===== config.mk =====
export PLATFORM = sky130hd
export DESIGN_NAME = paxos_acceptor_step_flat
export DESIGN_NICKNAME = d
export VERILOG_FILES = /design/src/sv/pas_pkg.sv /design/src/sv/pas_if.sv /design/src/sv/pas_eval.sv /design/src/sv/paxos_acceptor_step.sv /design/src/flat_wrapper.sv
export SDC_FILE = /design/constraint.sdc
export NUM_CORES = 1
export LEC_CHECK = 0
export CAP_MARGIN = 15
export CORE_MARGIN = 10
export CORE_UTILIZATION = 50
export CTS_CLUSTER_SIZE = 20
export DETAILED_ROUTE_END_ITERATION = 6
export DONT_BUFFER_PORTS = 1
export PLACE_DENSITY_LB_ADDON = 0.2
export SETUP_SLACK_MARGIN = 0.3
export SLEW_MARGIN = 0
export SYNTH_ARGS = -nofsm -noshare
export SYNTH_HDL_FRONTEND = slang
export SYNTH_HIERARCHICAL = 1
export SYNTH_SLANG_ARGS = --single-unit

===== constraint.sdc =====
create_clock -name clk -period 6.7 [get_ports clk]
set_input_delay 0.335 -clock clk [delete_from_list [all_inputs] [get_ports clk]]
set_output_delay 0.335 -clock clk [all_outputs]
set_load 0.02 [all_outputs]

===== src/sv/pas_pkg.sv =====
// ----------------------------------------------------------------------------
// pas_pkg: shared types for the Paxos acceptor
// Request kinds, request/result words, acceptor state and proposal ordering.
// ----------------------------------------------------------------------------
package pas_pkg;

  typedef enum logic [1:0] {
    MODE_PREPARE = 2'd0,
    MODE_ACCEPT  = 2'd1,
    MODE_DECIDE  = 2'd2,
    MODE_COMMIT  = 2'd3
  } mode_t;

  typedef struct packed {
    logic [1:0]  mode;
    logic [31:0] instance_req;
    logic [31:0] prop_round;
    logic [15:0] prop_node;
    logic [31:0] value;
  } req_t;

  typedef struct packed {
    logic        old_instance;
    logic        granted;
    logic [31:0] prev_round;
    logic [15:0] prev_node;
    logic [31:0] prev_value;
    logic        committed;
    logic [31:0] commit_instance;
    logic [31:0] commit_value;
    logic        behind;
  } res_t;

  typedef struct packed {
    logic [31:0] promised_round;
    logic [15:0] promised_node;
    logic [31:0] accepted_round;
    logic [15:0] accepted_node;
    logic [31:0] accepted_value;
    logic [31:0] decided_instance;
  } acc_state_t;

  // (ra, na) above (rb, nb); ties on both parts pass only when allow_eq is set
  function automatic logic prop_above(input logic [31:0] ra, input logic [15:0] na,
                                      input logic [31:0] rb, input logic [15:0] nb,
                                      input logic allow_eq);
    logic r;
    if (ra != rb) begin
      r = (ra > rb);
    end else if (allow_eq) begin
      r = (na >= nb);
    end else begin
      r = (na > nb);
    end
    return r;
  endfunction

endpackage


===== src/sv/pas_if.sv =====
// ----------------------------------------------------------------------------
// pas_if: request and result channels
// Valid/ready channels carrying one request word and one result word.
// ----------------------------------------------------------------------------
interface pas_req_if;
  logic        valid;
  logic        ready;
  logic [1:0]  mode;
  logic [31:0] instance_req;
  logic [31:0] prop_round;
  logic [15:0] prop_node;
  logic [31:0] value;

  modport source (output valid, mode, instance_req, prop_round, prop_node, value,
                  input ready);
  modport sink   (input valid, mode, instance_req, prop_round, prop_node, value,
                  output ready);
endinterface

interface pas_res_if;
  logic        valid;
  logic        ready;
  logic        old_instance;
  logic        granted;
  logic [31:0] prev_round;
  logic [15:0] prev_node;
  logic [31:0] prev_value;
  logic        committed;
  logic [31:0] commit_instance;
  logic [31:0] commit_value;
  logic        behind;

  modport source (output valid, old_instance, granted, prev_round, prev_node,
                  prev_value, committed, commit_instance, commit_value, behind,
                  input ready);
  modport sink   (input valid, old_instance, granted, prev_round, prev_node,
                  prev_value, committed, commit_instance, commit_value, behind,
                  output ready);
endinterface


===== src/sv/pas_eval.sv =====
// ----------------------------------------------------------------------------
// pas_eval: acceptor decision logic
// Computes the result word and the next acceptor state for one request.
// ----------------------------------------------------------------------------
module pas_eval
  import pas_pkg::*;
(
  input  req_t       req,
  input  acc_state_t state,
  input  logic [15:0] self_id,
  output acc_state_t state_next,
  output res_t       res
);

  logic [31:0] next_inst;
  logic        inst_new;
  logic        do_commit;

  assign next_inst = state.decided_instance + 32'd1;
  assign inst_new  = (req.instance_req > state.decided_instance);

  always_comb begin
    state_next = state;
    res        = '0;
    do_commit  = 1'b0;
    case (mode_t'(req.mode))
      MODE_PREPARE: begin
        if (!inst_new) begin
          res.old_instance = 1'b1;
          res.prev_value   = state.accepted_value;
        end else if (prop_above(req.prop_round, req.prop_node,
                                state.promised_round, state.promised_node, 1'b0)) begin
          state_next.promised_round = req.prop_round;
          state_next.promised_node  = req.prop_node;
          res.granted    = 1'b1;
          res.prev_round = state.accepted_round;
          res.prev_node  = state.accepted_node;
          res.prev_value = state.accepted_value;
        end
      end
      MODE_ACCEPT: begin
        if (prop_above(req.prop_round, req.prop_node,
                       state.promised_round, state.promised_node, 1'b1)) begin
          state_next.accepted_round = req.prop_round;
          state_next.accepted_node  = req.prop_node;
          state_next.accepted_value = req.value;
          res.granted = 1'b1;
        end
      end
      MODE_DECIDE: begin
        // wrap case: next_inst of zero fails inst_new, so nothing commits
        if (req.instance_req == next_inst) begin
          do_commit = inst_new;
        end else if (inst_new) begin
          res.behind = 1'b1;
        end
      end
      MODE_COMMIT: begin
        do_commit = inst_new;
      end
      default: begin
        do_commit = 1'b0;
      end
    endcase

    if (do_commit) begin
      state_next.decided_instance = req.instance_req;
      state_next.promised_round   = '0;
      state_next.promised_node    = self_id;
      state_next.accepted_round   = '0;
      state_next.accepted_node    = self_id;
      state_next.accepted_value   = '0;
      res.committed       = 1'b1;
      res.commit_instance = req.instance_req;
      res.commit_value    = req.value;
    end
  end

endmodule


===== src/sv/paxos_acceptor_step.sv =====
// ----------------------------------------------------------------------------
// paxos_acceptor_step: single-instance Paxos acceptor
// Pipeline: a request word passes the input stage, then the result stage.
// Throughput: one request per cycle while the result sink does not stall; the
//   state update of one request is seen by the very next one, as evaluation and state write share a cycle.
// Reset (rst, synchronous, active high): empties both stages, clears all
//   proposals, the accepted value, the decided instance and self_id to zero.
// ----------------------------------------------------------------------------
module paxos_acceptor_step
  import pas_pkg::*;
(
  input  logic        clk,
  input  logic        rst,
  input  logic        cfg_wr_en,
  input  logic [15:0] cfg_wr_data,
  pas_req_if.sink     req,
  pas_res_if.source   res
);

  // Input stage: holds the request word waiting for evaluation.
  req_t       req_q;
  logic       req_q_valid;
  // Result stage: holds the finished result word until the sink takes it.
  res_t       res_q;
  logic       res_q_valid;
  // Acceptor state and configuration.
  acc_state_t state;
  acc_state_t state_next;
  logic [15:0] self_id;
  res_t       res_d;
  req_t       req_in;
  logic       adv;

  // Advance the input stage whenever the result stage is free or draining.
  assign adv       = !res_q_valid || res.ready;
  assign req.ready = !req_q_valid || adv;

  assign req_in.mode         = req.mode;
  assign req_in.instance_req = req.instance_req;
  assign req_in.prop_round   = req.prop_round;
  assign req_in.prop_node    = req.prop_node;
  assign req_in.value        = req.value;

  pas_eval u_eval (
    .req        (req_q),
    .state      (state),
    .self_id    (self_id),
    .state_next (state_next),
    .res        (res_d)
  );

  // Self id only takes effect at the next decision; stored proposals stay.
  always_ff @(posedge clk) begin
    if (rst) begin
      self_id <= '0;
    end else if (cfg_wr_en) begin
      self_id <= cfg_wr_data;
    end
  end

  // Input register: take a new word whenever there is room.
  always_ff @(posedge clk) begin
    if (rst) begin
      req_q_valid <= 1'b0;
    end else if (req.ready) begin
      req_q_valid <= req.valid;
    end
  end

  always_ff @(posedge clk) begin
    if (req.valid && req.ready) begin
      req_q <= req_in;
    end
  end

  // Result register and state commit together, so each word updates once.
  always_ff @(posedge clk) begin
    if (rst) begin
      res_q_valid <= 1'b0;
      state       <= '0;
    end else if (adv) begin
      res_q_valid <= req_q_valid;
      if (req_q_valid) begin
        state <= state_next;
      end
    end
  end

  always_ff @(posedge clk) begin
    if (adv && req_q_valid) begin
      res_q <= res_d;
    end
  end

  assign res.valid           = res_q_valid;
  assign res.old_instance    = res_q.old_instance;
  assign res.granted         = res_q.granted;
  assign res.prev_round      = res_q.prev_round;
  assign res.prev_node       = res_q.prev_node;
  assign res.prev_value      = res_q.prev_value;
  assign res.committed       = res_q.committed;
  assign res.commit_instance = res_q.commit_instance;
  assign res.commit_value    = res_q.commit_value;
  assign res.behind          = res_q.behind;

  // A commit leaves both proposals at round zero and the value empty.
  a_commit_clears: assert property (@(posedge clk) disable iff (rst)
    (adv && req_q_valid && res_d.committed) |=>
      (state.promised_round == 32'd0 && state.accepted_round == 32'd0 &&
       state.accepted_value == 32'd0))
    else $error("commit did not clear acceptor state");

  // The decided instance never moves backward outside reset.
  a_decided_monotonic: assert property (@(posedge clk) disable iff (rst)
    1'b1 |=> (state.decided_instance >= $past(state.decided_instance)))
    else $error("decided instance decreased");

  // A result never both grants and commits.
  a_grant_xor_commit: assert property (@(posedge clk) disable iff (rst)
    res_q_valid |-> !(res_q.granted && res_q.committed))
    else $error("result both granted and committed");

  // A stalled input word holds its place and its contents.
  a_input_hold: assert property (@(posedge clk) disable iff (rst)
    (req_q_valid && !adv) |=> (req_q_valid && $stable(req_q)))
    else $error("stalled request word lost");

endmodule

===== src/flat_wrapper.sv =====
// flat-port wrapper written by rule: the top's interface ports become plain ports
module paxos_acceptor_step_flat import pas_pkg::*;
  (clk, rst, cfg_wr_en, cfg_wr_data, req_valid, req_mode, req_instance_req, req_prop_round, req_prop_node, req_value, req_ready, res_valid, res_old_instance, res_granted, res_prev_round, res_prev_node, res_prev_value, res_committed, res_commit_instance, res_commit_value, res_behind, res_ready);
  pas_req_if req_i ();
  pas_res_if res_i ();
  input  logic clk;
  input  logic rst;
  input  logic cfg_wr_en;
  input  logic [15:0] cfg_wr_data;
  input wire logic [$bits(req_i.valid)-1:0] req_valid;
  input wire logic [$bits(req_i.mode)-1:0] req_mode;
  input wire logic [$bits(req_i.instance_req)-1:0] req_instance_req;
  input wire logic [$bits(req_i.prop_round)-1:0] req_prop_round;
  input wire logic [$bits(req_i.prop_node)-1:0] req_prop_node;
  input wire logic [$bits(req_i.value)-1:0] req_value;
  output wire logic [$bits(req_i.ready)-1:0] req_ready;
  output wire logic [$bits(res_i.valid)-1:0] res_valid;
  output wire logic [$bits(res_i.old_instance)-1:0] res_old_instance;
  output wire logic [$bits(res_i.granted)-1:0] res_granted;
  output wire logic [$bits(res_i.prev_round)-1:0] res_prev_round;
  output wire logic [$bits(res_i.prev_node)-1:0] res_prev_node;
  output wire logic [$bits(res_i.prev_value)-1:0] res_prev_value;
  output wire logic [$bits(res_i.committed)-1:0] res_committed;
  output wire logic [$bits(res_i.commit_instance)-1:0] res_commit_instance;
  output wire logic [$bits(res_i.commit_value)-1:0] res_commit_value;
  output wire logic [$bits(res_i.behind)-1:0] res_behind;
  input wire logic [$bits(res_i.ready)-1:0] res_ready;
  assign req_i.valid = req_valid;
  assign req_i.mode = req_mode;
  assign req_i.instance_req = req_instance_req;
  assign req_i.prop_round = req_prop_round;
  assign req_i.prop_node = req_prop_node;
  assign req_i.value = req_value;
  assign req_ready = req_i.ready;
  assign res_valid = res_i.valid;
  assign res_old_instance = res_i.old_instance;
  assign res_granted = res_i.granted;
  assign res_prev_round = res_i.prev_round;
  assign res_prev_node = res_i.prev_node;
  assign res_prev_value = res_i.prev_value;
  assign res_committed = res_i.committed;
  assign res_commit_instance = res_i.commit_instance;
  assign res_commit_value = res_i.commit_value;
  assign res_behind = res_i.behind;
  assign res_i.ready = res_ready;
  paxos_acceptor_step u_core (.clk(clk), .rst(rst), .cfg_wr_en(cfg_wr_en), .cfg_wr_data(cfg_wr_data), .req(req_i), .res(res_i));
endmodule

==> impl_results.md <==
* Final Max Slew Viols at 0
* Setup CP Type: reg -> reg
* Vias in the first global route at 16534
* Die area at 55800 µm²
* Htree depth at 2
* I/O Pins at 285
* Via density at 5.85
* Grt ovf at 0
* Reg2reg end: u_core/state[39]
* Status: finished clean
* Avg Cell Area, Syn at 10.7 µm²
* Tot Pwr at 6.43 mW
* Root buf cell: clkbuf_16
* Global-route wire length before repair at 96400 µm
* Clk_skew at 15.1 ps
* Final Non-Filler Cells at 2886
* FFs w/ async S/R, synth at 0%
* FP Rows at 79
* Worst EP arrival at 5470 ps
* TritonRoute pass-1 iters at 6
* CP Data Required Time at 7130 ps
* P_leak at 9.25 nW
* Clock sink count at 440
* Worst-skew pair later-pin latency at 580 ps
* Minimum clock period at 5040 ps
* Total Routing Usage GR at 21.1%
* Area growth from synthesis to layout at 14.2%
* Layout cell share with drive strength beyond 1 at 5.14%
* HPWL Detailed at 36700 µm
* Post CTS Setup Buffer Count at 0
* Mapped Area at 23400 µm²
* Max Root-Sink Buffers at 3
* ANT nets after route at 0
* Synth unique cells at 62
* PwrDens at 241 nW/µm²
* Syn nets at 2396
* Hold Crit Class: in -> reg
* Via count at 16876
* Worst-Margin Slew at 1170 ps
* Worst R2R Start: u_core/state[2]
* DIE WIDTH at 236 µm
* YS warnings at 6
* Wire length per cell at 21.3 µm
* EDFF count, synth at 262
* Fmax at 198 MHz
* Post-Place Cells at 2644
* CP endpoint: u_core/state[39]
* Inserted Clock Buffers at 48
* CP Capture Type: register
* Beginning of the critical path: u_core/state[2]
* DRC Markers at 0
* Worst R2R Setup Slack at 1660 ps
* Largest net degree at the start of global routing at 230
* Nets at 2455
* R2R cell count at 11
* Setup Viol. Count Final at 0
* Worst vdd ir at 0.000217 V
* Slew HR at 21.7%
* Initial core utilization at 50.4%
* Iter 0 DRT Violations at 1407
* CP max FO at 43
* MaxCap Viol Count at 0
* Register area share after synthesis at 48.9%
* Yosys reg bits at 440
* Startpoint type of the worst setup path: register
* Initial antenna violation count at 3
* TNS Setup at 0 ps
* Chip height at 236 µm
* Gate Count Post-Synth at 2180
* Period utilization at 75.2%
* CTS tree: done
* RePlAce Congestion at 0.861
* Routed WL at 61500 µm
* Clk pin slew, worst setup/hold paths at 60 ps
* Post-synth top flop: edfxtp_1
* RSZ-0062 raised after global routing: false
* Core Area at 46400 µm²
* Port bufs at 0
* Final Hold Vio Count at 0
cell families (layout without fill, tap and decap cells):
family / Yosys count / count (layout) / synth area share, %
xor gates and xnor gates: 29 / 29 / 1.09
DFF: 440 / 440 / 48.9
buffers and inverters: 253 / 349 / 5.17
and+or+nand+nor: 771 / 771 / 19.3
other: 0 / 3 / 0
AOI/OAI and AO/OA: 317 / 317 / 8.82
adders and majority gates: 81 / 81 / 4.34
muxes: 289 / 289 / 12.4
power breakdown:
| part | switching (mW) | internal [mW] | leakage, nW | total [mW] |
|---|---|---|---|---|
| Combinational | 0.365 | 0.278 | 4.57 | 0.642 |
| Clock | 1.10 | 1.55 | 0.764 | 2.65 |
| Sequential | 0.150 | 2.99 | 3.91 | 3.14 |
metal layers:
layer	vias to the layer above	global-route usage, %	share of wire, %	wire, µm
met5	-	0	0.021	13
met4	2	4.79	1.6	982
met3	69	4.63	6.0	3690
met2	497	33.7	47	28800
met1	8297	28.8	45	28000
li1	8011	-	-	-
metrics by stage:
step / utilization [%] / setup slack [ps] / cell area (µm²) / hold WS (ps)
finish: 57.5 / 1660 / 26700 / 194
detailed placement: 50.8 / 1780 / 23500 / 434
global route: 57.5 / 1320 / 26700 / 185
CTS: 57.5 / 1710 / 26700 / 146
global placement: 50.8 / 1960 / 23500 / 434
floorplan: - / 2610 / 23400 / 434
worst max-delay path, stage by stage, from the launching register on:
cell and delay, ps:
dfxtp_1 490, nand4_1 480, or4_4 610, or4_1 510, or4_1 560, a21oi_2 200, nand4b_2 190, o21ai_4 950
buf_4 540, a21oi_1 150, nand2b_1 110, mux2i_1 70
cell usage after synthesis (19+ instances only):
master    number  area, µm²
nand4_1       59        369
nand2_1       44        165
xor2_1        20        175
and2_1        83        519
edfxtp_1     262       7870
a221oi_1      19        166
mux2i_1      289       2890
clkbuf_1     107        402
and3_1        69        432
nand3_1       27        135
a31oi_1       37        231
dfxtp_1      178       3560
nor2_1        98        368
inv_1         90        338
nand2b_1     321       2010
buf_4         21        158
a21oi_1      137        686
ha_1          81       1010
o311ai_0      32        280
worst min path at each step:
stage          depth (start not counted)            startpoint            endpoint
2_1_floorplan                          0          req_value[0]     u_core/req_q[0]
3_3_place_gp                           0    req_prop_round[20]    u_core/req_q[68]
3_5_place_dp                           0  req_instance_req[26]   u_core/req_q[106]
4_1_cts                                3             res_ready  u_core/req_q_valid
5_1_grt                                3             res_ready  u_core/req_q_valid
6_report                               3             res_ready  u_core/req_q_valid
area by class of cell:
class / instances / area, µm²
Clock buffer: 58 / 1310
Tap cell: 607 / 759
Antenna cell: 3 / 7.51
Inverter: 90 / 338
Timing Repair Buffer: 172 / 1770
Sequential cell: 440 / 11400
Multi-Input combinational cell: 1487 / 10800
Clock inverter: 29 / 263
Fill cell: 3793 / 19700
flip-flops by register name, summed over array words and instances (netlist names):
register,cells
u_core/res.commit_value,32
u_core/res.committed,1
u_core/res.behind,1
u_core/req_q,114
u_core/req_q_valid,1
u_core/self_id,16
u_core/res.prev_value,32
u_core/state,160
u_core/res.granted,1
u_core/res.commit_instance,32
u_core/res.prev_round,32
u_core/res.valid,1
u_core/res.old_instance,1
u_core/res.prev_node,16
repair_timing:
item | in CTS | in global routing
resized for setup | 0 | 0
hold endpoints to repair | 241 | 0
hold buffers | 151 | 0
placed cells by master, fill, tap and decap left out, drive strengths merged, types with 5 or more instances in the layout:
cell type / synthesis / routed
a211oi: 6 / 6
and3: 69 / 69
edfxtp: 262 / 262
a31oi: 37 / 37
nand3: 28 / 28
o22ai: 5 / 5
a32oi: 17 / 17
o21a: 5 / 5
a221oi: 19 / 19
nand4: 60 / 60
ha: 81 / 81
a22oi: 17 / 17
nor4: 19 / 19
nor3: 11 / 11
inv: 90 / 90
dfxtp: 178 / 178
nand2: 44 / 44
o211ai: 7 / 7
clkbuf: 110 / 58
mux2i: 289 / 289
clkinvlp: 0 / 5
and4: 7 / 7
o21ai: 13 / 13
nor2: 98 / 98
or4: 12 / 12
and2: 83 / 83
a21oi: 138 / 138
nand2b: 321 / 321
clkinv: 0 / 20
nor2b: 6 / 6
dlygate4sd3: 0 / 149
o311ai: 32 / 32
buf: 53 / 23
xor2: 20 / 20
xnor2: 9 / 9
Note: power is estimated with default switching activity, not from simulation.
